## src/rtl/csp_pkg.sv

```systemverilog
// Shared types, character codes and keyword helpers for the control statement parser.
package csp_pkg;

  typedef enum logic [10:0] {
    PH_AT1    = 11'h001,
    PH_AT2    = 11'h002,
    PH_KEY    = 11'h004,
    PH_CMSKIP = 11'h008,
    PH_CMTEXT = 11'h010,
    PH_TERM   = 11'h020,
    PH_XSKIP  = 11'h040,
    PH_XOPT   = 11'h080,
    PH_XWSKIP = 11'h100,
    PH_XWORD  = 11'h200,
    PH_DONE   = 11'h400
  } phase_e;

  typedef enum logic [1:0] {
    ST_OK     = 2'd0,
    ST_NOTFND = 2'd1,
    ST_SYNTAX = 2'd2
  } status_e;

  typedef enum logic [2:0] {
    CMD_NONE = 3'd0,
    CMD_CM   = 3'd1,
    CMD_MSG  = 3'd2,
    CMD_TERM = 3'd3,
    CMD_X    = 3'd4
  } cmd_e;

  localparam logic [7:0] CH_AT    = 8'h40;
  localparam logic [7:0] CH_COMMA = 8'h2C;
  localparam logic [7:0] CH_SPACE = 8'h20;
  localparam logic [7:0] CH_UP_A  = 8'h41;
  localparam logic [7:0] CH_UP_Z  = 8'h5A;
  localparam logic [7:0] CH_LO_A  = 8'h61;
  localparam logic [7:0] CH_LO_Z  = 8'h7A;
  localparam logic [7:0] CH_C     = 8'h43;
  localparam logic [7:0] CH_I     = 8'h49;
  localparam logic [7:0] CH_O     = 8'h4F;
  localparam logic [7:0] CH_R     = 8'h52;
  localparam logic [7:0] CH_T     = 8'h54;

  localparam logic [31:0] KW_CM   = 32'h0000_434D;
  localparam logic [31:0] KW_MSG  = 32'h004D_5347;
  localparam logic [31:0] KW_TERM = 32'h5445_524D;
  localparam logic [31:0] KW_X    = 32'h0000_0058;

  localparam logic [2:0] KW_MAX_LEN = 3'd4;

  localparam logic [4:0] OPT_C         = 5'h01;
  localparam logic [4:0] OPT_I         = 5'h02;
  localparam logic [4:0] OPT_O         = 5'h04;
  localparam logic [4:0] OPT_R         = 5'h08;
  localparam logic [4:0] OPT_T         = 5'h10;
  localparam logic [4:0] OPT_X_DEFAULT = 5'h17;

  typedef struct packed {
    logic       text_valid;
    logic [7:0] text_char;
    logic [6:0] text_pos;
    logic       done_res;
    status_e    status;
    cmd_e       command;
    logic [4:0] option_bits;
    logic [7:0] text_length;
    logic       text_truncated;
  } result_t;

  function automatic logic [7:0] upcase(input logic [7:0] c);
    return (c >= CH_LO_A && c <= CH_LO_Z) ? c - 8'd32 : c;
  endfunction

  function automatic cmd_e match_keyword(input logic [31:0] kw, input logic [2:0] len,
                                         input logic ovf);
    cmd_e m;
    m = CMD_NONE;
    if (!ovf) begin
      if (len == 3'd2 && kw == KW_CM) m = CMD_CM;
      else if (len == 3'd3 && kw == KW_MSG) m = CMD_MSG;
      else if (len == 3'd4 && kw == KW_TERM) m = CMD_TERM;
      else if (len == 3'd1 && kw == KW_X) m = CMD_X;
    end
    return m;
  endfunction

endpackage

```

## src/rtl/csp_core.sv

```systemverilog
// Statement parse state and the per-character step logic.
module csp_core #(
  parameter int TEXT_MAX = 128
) (
  input  logic             clk_i,
  input  logic             rst_ni,
  input  logic             accept_i,
  input  logic [7:0]       char_i,
  input  logic             last_i,
  output csp_pkg::result_t res_o,
  output logic             has_res_o
);
  import csp_pkg::*;

  localparam int CntW = $clog2(TEXT_MAX + 1);

  phase_e          phase_q, phase_d;
  logic [31:0]     kw_q, kw_d;
  logic [2:0]      kw_len_q, kw_len_d;
  logic            kw_ovf_q, kw_ovf_d;
  cmd_e            cmd_q, cmd_d;
  logic [4:0]      opt_q, opt_d;
  status_e         status_q, status_d;
  logic [CntW-1:0] cnt_q, cnt_d;
  logic [CntW-1:0] nonsp_q, nonsp_d;
  logic            ovf_q, ovf_d;

  always_comb begin
    logic [7:0] up;
    logic       letter;
    logic       take;
    cmd_e       m;
    status_e    st_fin;
    cmd_e       cmd_fin;
    logic [4:0] opt_fin;

    up       = upcase(char_i);
    letter   = (up >= CH_UP_A) && (up <= CH_UP_Z);
    take     = 1'b0;
    m        = CMD_NONE;
    phase_d  = phase_q;
    kw_d     = kw_q;
    kw_len_d = kw_len_q;
    kw_ovf_d = kw_ovf_q;
    cmd_d    = cmd_q;
    opt_d    = opt_q;
    status_d = status_q;
    cnt_d    = cnt_q;
    nonsp_d  = nonsp_q;
    ovf_d    = ovf_q;
    res_o    = '0;

    unique case (phase_q)
      PH_AT1: begin
        if (char_i == CH_AT) phase_d = PH_AT2;
        else begin
          status_d = ST_NOTFND;
          phase_d  = PH_DONE;
        end
      end
      PH_AT2: begin
        if (char_i == CH_AT) phase_d = PH_KEY;
        else begin
          status_d = ST_NOTFND;
          phase_d  = PH_DONE;
        end
      end
      PH_KEY: begin
        if (letter) begin
          if (kw_len_q < KW_MAX_LEN) begin
            kw_d     = {kw_q[23:0], up};
            kw_len_d = kw_len_q + 3'd1;
          end else begin
            kw_ovf_d = 1'b1;
          end
        end else if (char_i == CH_SPACE || char_i == CH_COMMA) begin
          m = match_keyword(kw_q, kw_len_q, kw_ovf_q);
          if (kw_len_q == 3'd0 || m == CMD_NONE) begin
            status_d = ST_SYNTAX;
            phase_d  = PH_DONE;
          end else begin
            cmd_d = m;
            if (char_i == CH_COMMA) begin
              status_d = ST_SYNTAX;
              phase_d  = PH_DONE;
            end else if (m == CMD_CM || m == CMD_MSG) phase_d = PH_CMSKIP;
            else if (m == CMD_TERM) phase_d = PH_TERM;
            else phase_d = PH_XSKIP;
          end
        end else begin
          status_d = ST_SYNTAX;
          phase_d  = PH_DONE;
        end
      end
      PH_CMSKIP: begin
        if (char_i != CH_SPACE) begin
          phase_d = PH_CMTEXT;
          take    = 1'b1;
        end
      end
      PH_CMTEXT: take = 1'b1;
      PH_TERM: begin
        if (char_i != CH_SPACE) begin
          status_d = ST_SYNTAX;
          phase_d  = PH_DONE;
        end
      end
      PH_XSKIP, PH_XOPT: begin
        // skip leading spaces only before the first option letter
        if (phase_q == PH_XOPT || char_i != CH_SPACE) begin
          case (up)
            CH_COMMA: phase_d = PH_XWSKIP;
            CH_C: begin opt_d = opt_q | OPT_C; phase_d = PH_XOPT; end
            CH_I: begin opt_d = opt_q | OPT_I; phase_d = PH_XOPT; end
            CH_O: begin opt_d = opt_q | OPT_O; phase_d = PH_XOPT; end
            CH_R: begin opt_d = opt_q | OPT_R; phase_d = PH_XOPT; end
            CH_T: begin opt_d = opt_q | OPT_T; phase_d = PH_XOPT; end
            default: begin
              status_d = ST_SYNTAX;
              phase_d  = PH_DONE;
            end
          endcase
        end
      end
      PH_XWSKIP: begin
        if (char_i != CH_SPACE) begin
          phase_d = PH_XWORD;
          take    = 1'b1;
        end
      end
      PH_XWORD: begin
        if (char_i == CH_SPACE) phase_d = PH_DONE;
        else take = 1'b1;
      end
      default: ;
    endcase

    if (take) begin
      if (cnt_q < CntW'(TEXT_MAX)) begin
        res_o.text_valid = 1'b1;
        res_o.text_char  = char_i;
        res_o.text_pos   = 7'(cnt_q);
        cnt_d            = cnt_q + 1'b1;
        if (char_i != CH_SPACE) nonsp_d = cnt_q + 1'b1;
      end else begin
        ovf_d = 1'b1;
      end
    end

    if (last_i) begin
      st_fin  = status_d;
      cmd_fin = cmd_d;
      opt_fin = opt_d;
      if (phase_d == PH_AT2) begin
        st_fin = ST_NOTFND;
      end else if (phase_d == PH_KEY) begin
        m = match_keyword(kw_d, kw_len_d, kw_ovf_d);
        if (kw_len_d == 3'd0 || m == CMD_NONE) st_fin = ST_SYNTAX;
        else cmd_fin = m;
      end
      if (st_fin == ST_OK && cmd_fin == CMD_X && opt_fin == 5'd0) opt_fin = OPT_X_DEFAULT;

      res_o.done_res       = 1'b1;
      res_o.status         = st_fin;
      res_o.command        = cmd_fin;
      res_o.option_bits    = opt_fin;
      res_o.text_truncated = ovf_d;
      if (cmd_fin == CMD_CM || cmd_fin == CMD_MSG) res_o.text_length = 8'(nonsp_d);
      else if (cmd_fin == CMD_X) res_o.text_length = 8'(cnt_d);

      // start the next statement clean
      phase_d  = PH_AT1;
      kw_d     = '0;
      kw_len_d = '0;
      kw_ovf_d = 1'b0;
      cmd_d    = CMD_NONE;
      opt_d    = '0;
      status_d = ST_OK;
      cnt_d    = '0;
      nonsp_d  = '0;
      ovf_d    = 1'b0;
    end

    has_res_o = res_o.text_valid | res_o.done_res;
  end

  always_ff @(posedge clk_i or negedge rst_ni) begin
    if (!rst_ni) begin
      phase_q  <= PH_AT1;
      kw_q     <= '0;
      kw_len_q <= '0;
      kw_ovf_q <= 1'b0;
      cmd_q    <= CMD_NONE;
      opt_q    <= '0;
      status_q <= ST_OK;
      cnt_q    <= '0;
      nonsp_q  <= '0;
      ovf_q    <= 1'b0;
    end else if (accept_i) begin
      phase_q  <= phase_d;
      kw_q     <= kw_d;
      kw_len_q <= kw_len_d;
      kw_ovf_q <= kw_ovf_d;
      cmd_q    <= cmd_d;
      opt_q    <= opt_d;
      status_q <= status_d;
      cnt_q    <= cnt_d;
      nonsp_q  <= nonsp_d;
      ovf_q    <= ovf_d;
    end
  end

`ifndef SYNTHESIS
  a_restart: assert property (@(posedge clk_i) disable iff (!rst_ni)
    (accept_i && last_i) |=> (phase_q == PH_AT1 && cnt_q == '0 && status_q == ST_OK))
    else $error("parser state not cleared after statement end");
  a_cnt_bound: assert property (@(posedge clk_i) disable iff (!rst_ni)
    cnt_q <= CntW'(TEXT_MAX))
    else $error("text count beyond limit");
  a_nonsp_le_cnt: assert property (@(posedge clk_i) disable iff (!rst_ni)
    nonsp_q <= cnt_q)
    else $error("nonspace length exceeds text count");
`endif

endmodule

```

## src/rtl/control_statement_parser_top.sv

```systemverilog
// Top level of the control statement parser: parse core and output register pair.
// Parses one control statement character per cycle: an item is taken every clock
// while the output side keeps up, and each character's result (a text character,
// the final status on the last character, or both) is held in the output registers.
// Results pass through a main output register backed by a skid register,
// so input stalls only when both hold a result that has not been taken. Text past
// TEXT_MAX characters is dropped and reported through text_truncated_o.
module control_statement_parser_top #(
  parameter int TEXT_MAX = 128
) (
  input  logic       clk_i,
  input  logic       rst_ni,
  input  logic       in_valid_i,
  output logic       in_stall_o,
  input  logic [7:0] char_in_i,
  input  logic       last_char_i,
  output logic       out_valid_o,
  input  logic       out_stall_i,
  output logic       text_valid_o,
  output logic [7:0] text_char_o,
  output logic [6:0] text_pos_o,
  output logic       done_res_o,
  output logic [1:0] status_o,
  output logic [2:0] command_o,
  output logic [4:0] option_bits_o,
  output logic [7:0] text_length_o,
  output logic       text_truncated_o
);
  import csp_pkg::*;

  logic    accept;
  logic    push;
  logic    pop;
  logic    has_res;
  result_t res;
  result_t out_q;
  result_t skid_q;
  logic    out_valid_q;
  logic    skid_valid_q;

  assign in_stall_o = skid_valid_q;
  assign accept     = in_valid_i && !skid_valid_q;
  assign push       = accept && has_res;
  assign pop        = out_valid_q && !out_stall_i;

  csp_core #(
    .TEXT_MAX(TEXT_MAX)
  ) u_core (
    .clk_i    (clk_i),
    .rst_ni   (rst_ni),
    .accept_i (accept),
    .char_i   (char_in_i),
    .last_i   (last_char_i),
    .res_o    (res),
    .has_res_o(has_res)
  );

  always_ff @(posedge clk_i or negedge rst_ni) begin
    if (!rst_ni) begin
      out_valid_q  <= 1'b0;
      skid_valid_q <= 1'b0;
    end else if (skid_valid_q) begin
      if (pop) skid_valid_q <= 1'b0;
    end else if (push) begin
      if (out_valid_q && !pop) skid_valid_q <= 1'b1;
      else out_valid_q <= 1'b1;
    end else if (pop) begin
      out_valid_q <= 1'b0;
    end
  end

  always_ff @(posedge clk_i) begin
    if (skid_valid_q) begin
      if (pop) out_q <= skid_q;
    end else if (push) begin
      // hold the new result aside when the output register is still stalled
      if (out_valid_q && !pop) skid_q <= res;
      else out_q <= res;
    end
  end

  assign out_valid_o      = out_valid_q;
  assign text_valid_o     = out_q.text_valid;
  assign text_char_o      = out_q.text_char;
  assign text_pos_o       = out_q.text_pos;
  assign done_res_o       = out_q.done_res;
  assign status_o         = out_q.status;
  assign command_o        = out_q.command;
  assign option_bits_o    = out_q.option_bits;
  assign text_length_o    = out_q.text_length;
  assign text_truncated_o = out_q.text_truncated;

`ifndef SYNTHESIS
  a_skid_needs_out: assert property (@(posedge clk_i) disable iff (!rst_ni)
    skid_valid_q |-> out_valid_q)
    else $error("skid register full while output register empty");
  a_result_kind: assert property (@(posedge clk_i) disable iff (!rst_ni)
    (out_valid_o && !done_res_o) |-> text_valid_o)
    else $error("result carries neither text nor status");
  a_status_code: assert property (@(posedge clk_i) disable iff (!rst_ni)
    (out_valid_o && done_res_o) |-> (status_o != 2'd3 && command_o <= CMD_X))
    else $error("final status or command out of range");
`endif

endmodule

```

## config.mk

```make
export PLATFORM = sky130hd
export DESIGN_NAME = control_statement_parser_top
export DESIGN_NICKNAME = d
export VERILOG_FILES = /design/src/rtl/csp_pkg.sv /design/src/rtl/csp_core.sv /design/src/rtl/control_statement_parser_top.sv
export SDC_FILE = /design/constraint.sdc
export NUM_CORES = 1
export LEC_CHECK = 0
export BUFFER_PORTS_ARGS = -buffer_cell sky130_fd_sc_hd__buf_2
export CORE_MARGIN = 2
export CORE_UTILIZATION = 30
export DETAILED_ROUTE_END_ITERATION = 12
export PLACE_DENSITY_LB_ADDON = 0.08
export REMOVE_ABC_BUFFERS = 1
export SYNTH_ARGS = -nofsm -noshare
export SYNTH_HDL_FRONTEND = slang
export SYNTH_SLANG_ARGS = --single-unit
```

## constraint.sdc

```tcl
create_clock -name clk_i -period 10.7 [get_ports clk_i]
set_clock_uncertainty 0.05 [all_clocks]
set_input_delay 0.535 -clock clk_i [delete_from_list [all_inputs] [get_ports clk_i]]
set_output_delay 0.535 -clock clk_i [all_outputs]
set_load 0.02 [all_outputs]
```

==> out/metrics.cfg <==
[status]
outcome=finished, final reports clean

[yosys]
syn_area_um2=7880
synth-edff-count=72
yosysSeqAreaShare_pct=51.6
synth_ff_type=dfrtp_1
synth-simple-area-share_pct=20.8
netlist_instances=763
synth_mux_area_share_pct=4.45
synth_area_per_cell_um2=10.3
synth_fa_ha_area_share_pct=1.43
synth-compound-area-share_pct=17.8
ys_types=76
yosys_warnings=0
synth_largest_area_cell=edfxtp_1
synth-async-reset-ratio_pct=51.4
synth_top_family_by_area=simple AND/OR/NAND/NOR gates
ys_seq_elements=148
yosys-top-cells-area=edfxtp_1 27%, dfrtp_1 24%, nand2_1 3.8%
synthXorXnorAreaFrac_pct=1.56
synth_top_area_share_pct=27.4

[place]
io_buffers=50
placed_cells=1123
dpl.hpwl_um=17500
place_congestion=0.854

[floorplanning]
ioPinCount=51
dieArea_um2=27600
rows=59
die_h_um=166
fp.coreArea_um2=25900
die_w_um=166
start_util_pct=30.4

[critical_path]
critPathArrivalTime_ns=4.65
critPathRequiredTime_ns=10.86
path_max_fanout=9
path_cells=buf_2 -> inv_1 -> ha_1 -> or2_2 -> a31oi_1 -> o211a_1 -> o211a_1 -> mux2i_2 -> or2_1 -> nor2_1 -> a211oi_4 -> nand4b_1 -> o221ai_1
cpMostUsedCell=o211a_1
startpoint_type=input port
crit_slowest_cell=nand4b_1
crit_path_end_kind=register
slowest_delay_ns=0.52
critical_path_class=in2reg

[sta]
final-hold-violation-count=0
tns_ns=0
post-route-period-util_pct=41.9
relSlewSlack_pct=25.7
fmax_mhz=223
min_period_ns=4.49
finalSetupViolCount=0
rsz0062_at_grt=no
worst_pin_slew_ns=1.11
slew_viol_final=0

[hold_path]
hold_path.class=in2reg

[clock_tree]
post-cts-setup-buffer-count=0
cts_tree=yes
ctsResizeCount=0
numCtsBuffers=17
path_clk_slew_ns=0.07
clk_latency_ns=0.42
cts.sinks=148
clk_path_buf_depth=2
h-tree-depth=4
hold_buffers=1
root_buffer=clkbuf_16

[power]
sw_frac_of_total_pct=34.4
p_leak_nw=3.62
power.internal_w=0.00117
vdd_drop_max_v=0.0000998
p_seq_share_pct=40.2
p_switching_w=0.000611
power_density_nw_per_um2=195
clock_power_share_pct=34.6
p_comb_share_pct=25.2

[drt]
viasPerCell=5.51
first_pass_iters=5
ant_nets=0
drt_wl_total_um=24500
vias=6365
drt_iter0_drc=411
drc=0
routedWlPerCell_um=21.2

[global_routing]
grt_max_degree=50
grt_use_met1_pct=25.0
use_met3_pct=3.46
grt_pass1_vias=6482
grt_overflow=0
grt_pass1_wl_um=39300
grt.total_usage_pct=18.2
use_met2_pct=29.6
antenna_found_initial=0
grt-busiest-layer=met2

[finish]
drive_gt1_share_pct=16.7
antennaDiodeCount=0
layout.cells.non_filler=1156
fin_nets=830
syn2layout_area_growth_pct=15.6
final_core_util_pct=35.2
fillCellCount=2608

[job]
maxCapViolCount=0

[power groups by stage]
stage | combinational (W) | sequential, W | clock (W)
after floorplan | 0.000221 | 0.000789 | 0
after global placement | 0.000454 | 0.000726 | 0
after detailed placement | 0.000450 | 0.000727 | 0
after CTS | 0.000452 | 0.000715 | 0.000630
after global routing | 0.000494 | 0.000723 | 0.000655
final | 0.000447 | 0.000715 | 0.000614
[metal layers]
metal / part of all wire, % / wire length [um]
met5: 0 / 0
met4: 1.8 / 441
met3: 4.2 / 1020
met2: 47 / 11500
met1: 47 / 11500
[final cells by class]
type                            count  area [um^2]  share of cell area (%)
Tap cell                          335          419                    4.60
Inverter                           14         52.6                   0.577
Sequential cell                   148         4070                    44.6
Multi-Input combinational cell    566         3640                    40.0
Timing Repair Buffer               61          338                    3.71
Clock inverter                     14          155                    1.70
Clock buffer                       18          439                    4.82
[synth_stat cells (4+ instances only)]
master	number
o21a_1	5
o221ai_1	8
mux2i_1	10
nor2b_1	11
or4_1	6
clkbuf_1	31
and4_1	7
a32o_1	4
o21ai_0	41
a21oi_1	37
or2_2	6
dfrtp_1	75
a22o_1	33
xnor2_1	7
nor2_1	72
nand4b_1	7
ha_1	9
edfxtp_1	72
nand3_1	20
nor4_1	7
nand2_1	79
or3_1	7
nand4_1	6
and3_1	6
nand2b_1	16
and2_1	18
nor3_1	21
o22ai_1	14
o211a_1	5
inv_1	12
xor2_1	7
mux2_2	21
a31oi_1	7
o31ai_1	8
[flip-flops by register name, indices dropped and copies added (netlist names), 7 cells and up]
register        count
text_char_o         8
u_core.cnt_q        8
u_core.nonsp_q      8
u_core.phase_q     11
text_length_o       8
u_core.kw_q        32
text_pos_o          7
skid_q             36
[metrics by stage]
step                hold WS, ns  setup slack [ns]  area [um^2]  total power, W
floorplan                 0.189              5.15         7740         0.00101
global placement          0.415              5.75         8510         0.00118
detailed placement        0.420              5.83         8510         0.00118
CTS                       0.326              6.26         9110         0.00180
global route              0.336              5.91         9110         0.00187
finish                    0.345              6.21         9110         0.00178
[cell usage in the layout (no fill, tap or decap), types with 8 or more instances in the layout]
| master | Yosys | routed |
|---|---|---|
| nand3_1 | 20 | 20 |
| mux2_2 | 21 | 21 |
| buf_2 | 3 | 49 |
| clkbuf_16 | 0 | 17 |
| o22ai_1 | 14 | 14 |
| o221ai_1 | 8 | 8 |
| a21oi_1 | 37 | 37 |
| nor2b_1 | 11 | 11 |
| o31ai_1 | 8 | 8 |
| nand2b_1 | 16 | 16 |
| a22o_1 | 33 | 33 |
| nor2_1 | 72 | 71 |
| and2_1 | 18 | 18 |
| nand2_1 | 79 | 79 |
| dfrtp_1 | 75 | 75 |
| ha_1 | 9 | 9 |
| nor3_1 | 21 | 21 |
| inv_1 | 12 | 12 |
| mux2i_1 | 10 | 10 |
| edfxtp_1 | 72 | 72 |
| o21ai_0 | 41 | 41 |
| buf_4 | 1 | 11 |
[worst paths after layout]
kind / start / end / slack, ns / depth (start not counted)
worst max-delay path: char_in_i[5] / text_length_o[2] / 6.21 / 13
min in group asynchronous: rst_ni / u_core.kw_q[22] / 0.51 / 2
max in group asynchronous: rst_ni / u_core.cnt_q[1] / 9.03 / 3
worst max register to register: u_core.kw_q[15] / text_length_o[2] / 6.23 / 10
worst min register to register: u_core.nonsp_q[1] / u_core.nonsp_q[1] / 0.43 / 2
worst min-delay path: out_stall_i / out_valid_o / 0.34 / 3
[worst max-delay path: cells and delay by family]
kind | cells | cell delay [ns]
fa+ha+maj | 1 | 0.33
compound gates | 5 | 1.95
simple gates | 4 | 1.12
buf+inv | 2 | 0.27
mux | 1 | 0.42
[cell families (layout without fill, tap and decap cells)]
| kind of cell | count (synthesis) | count (layout) |
|---|---|---|
| AO/OA/AOI/OAI | 199 | 199 |
| XOR/XNOR | 14 | 14 |
| adder cells (fa/ha/maj) | 9 | 9 |
| buffers and inverters | 49 | 107 |
| flip-flops | 148 | 148 |
| multiplexers | 32 | 32 |
| AND/OR/NAND/NOR | 312 | 312 |
Power figures use the tool's default switching activity.
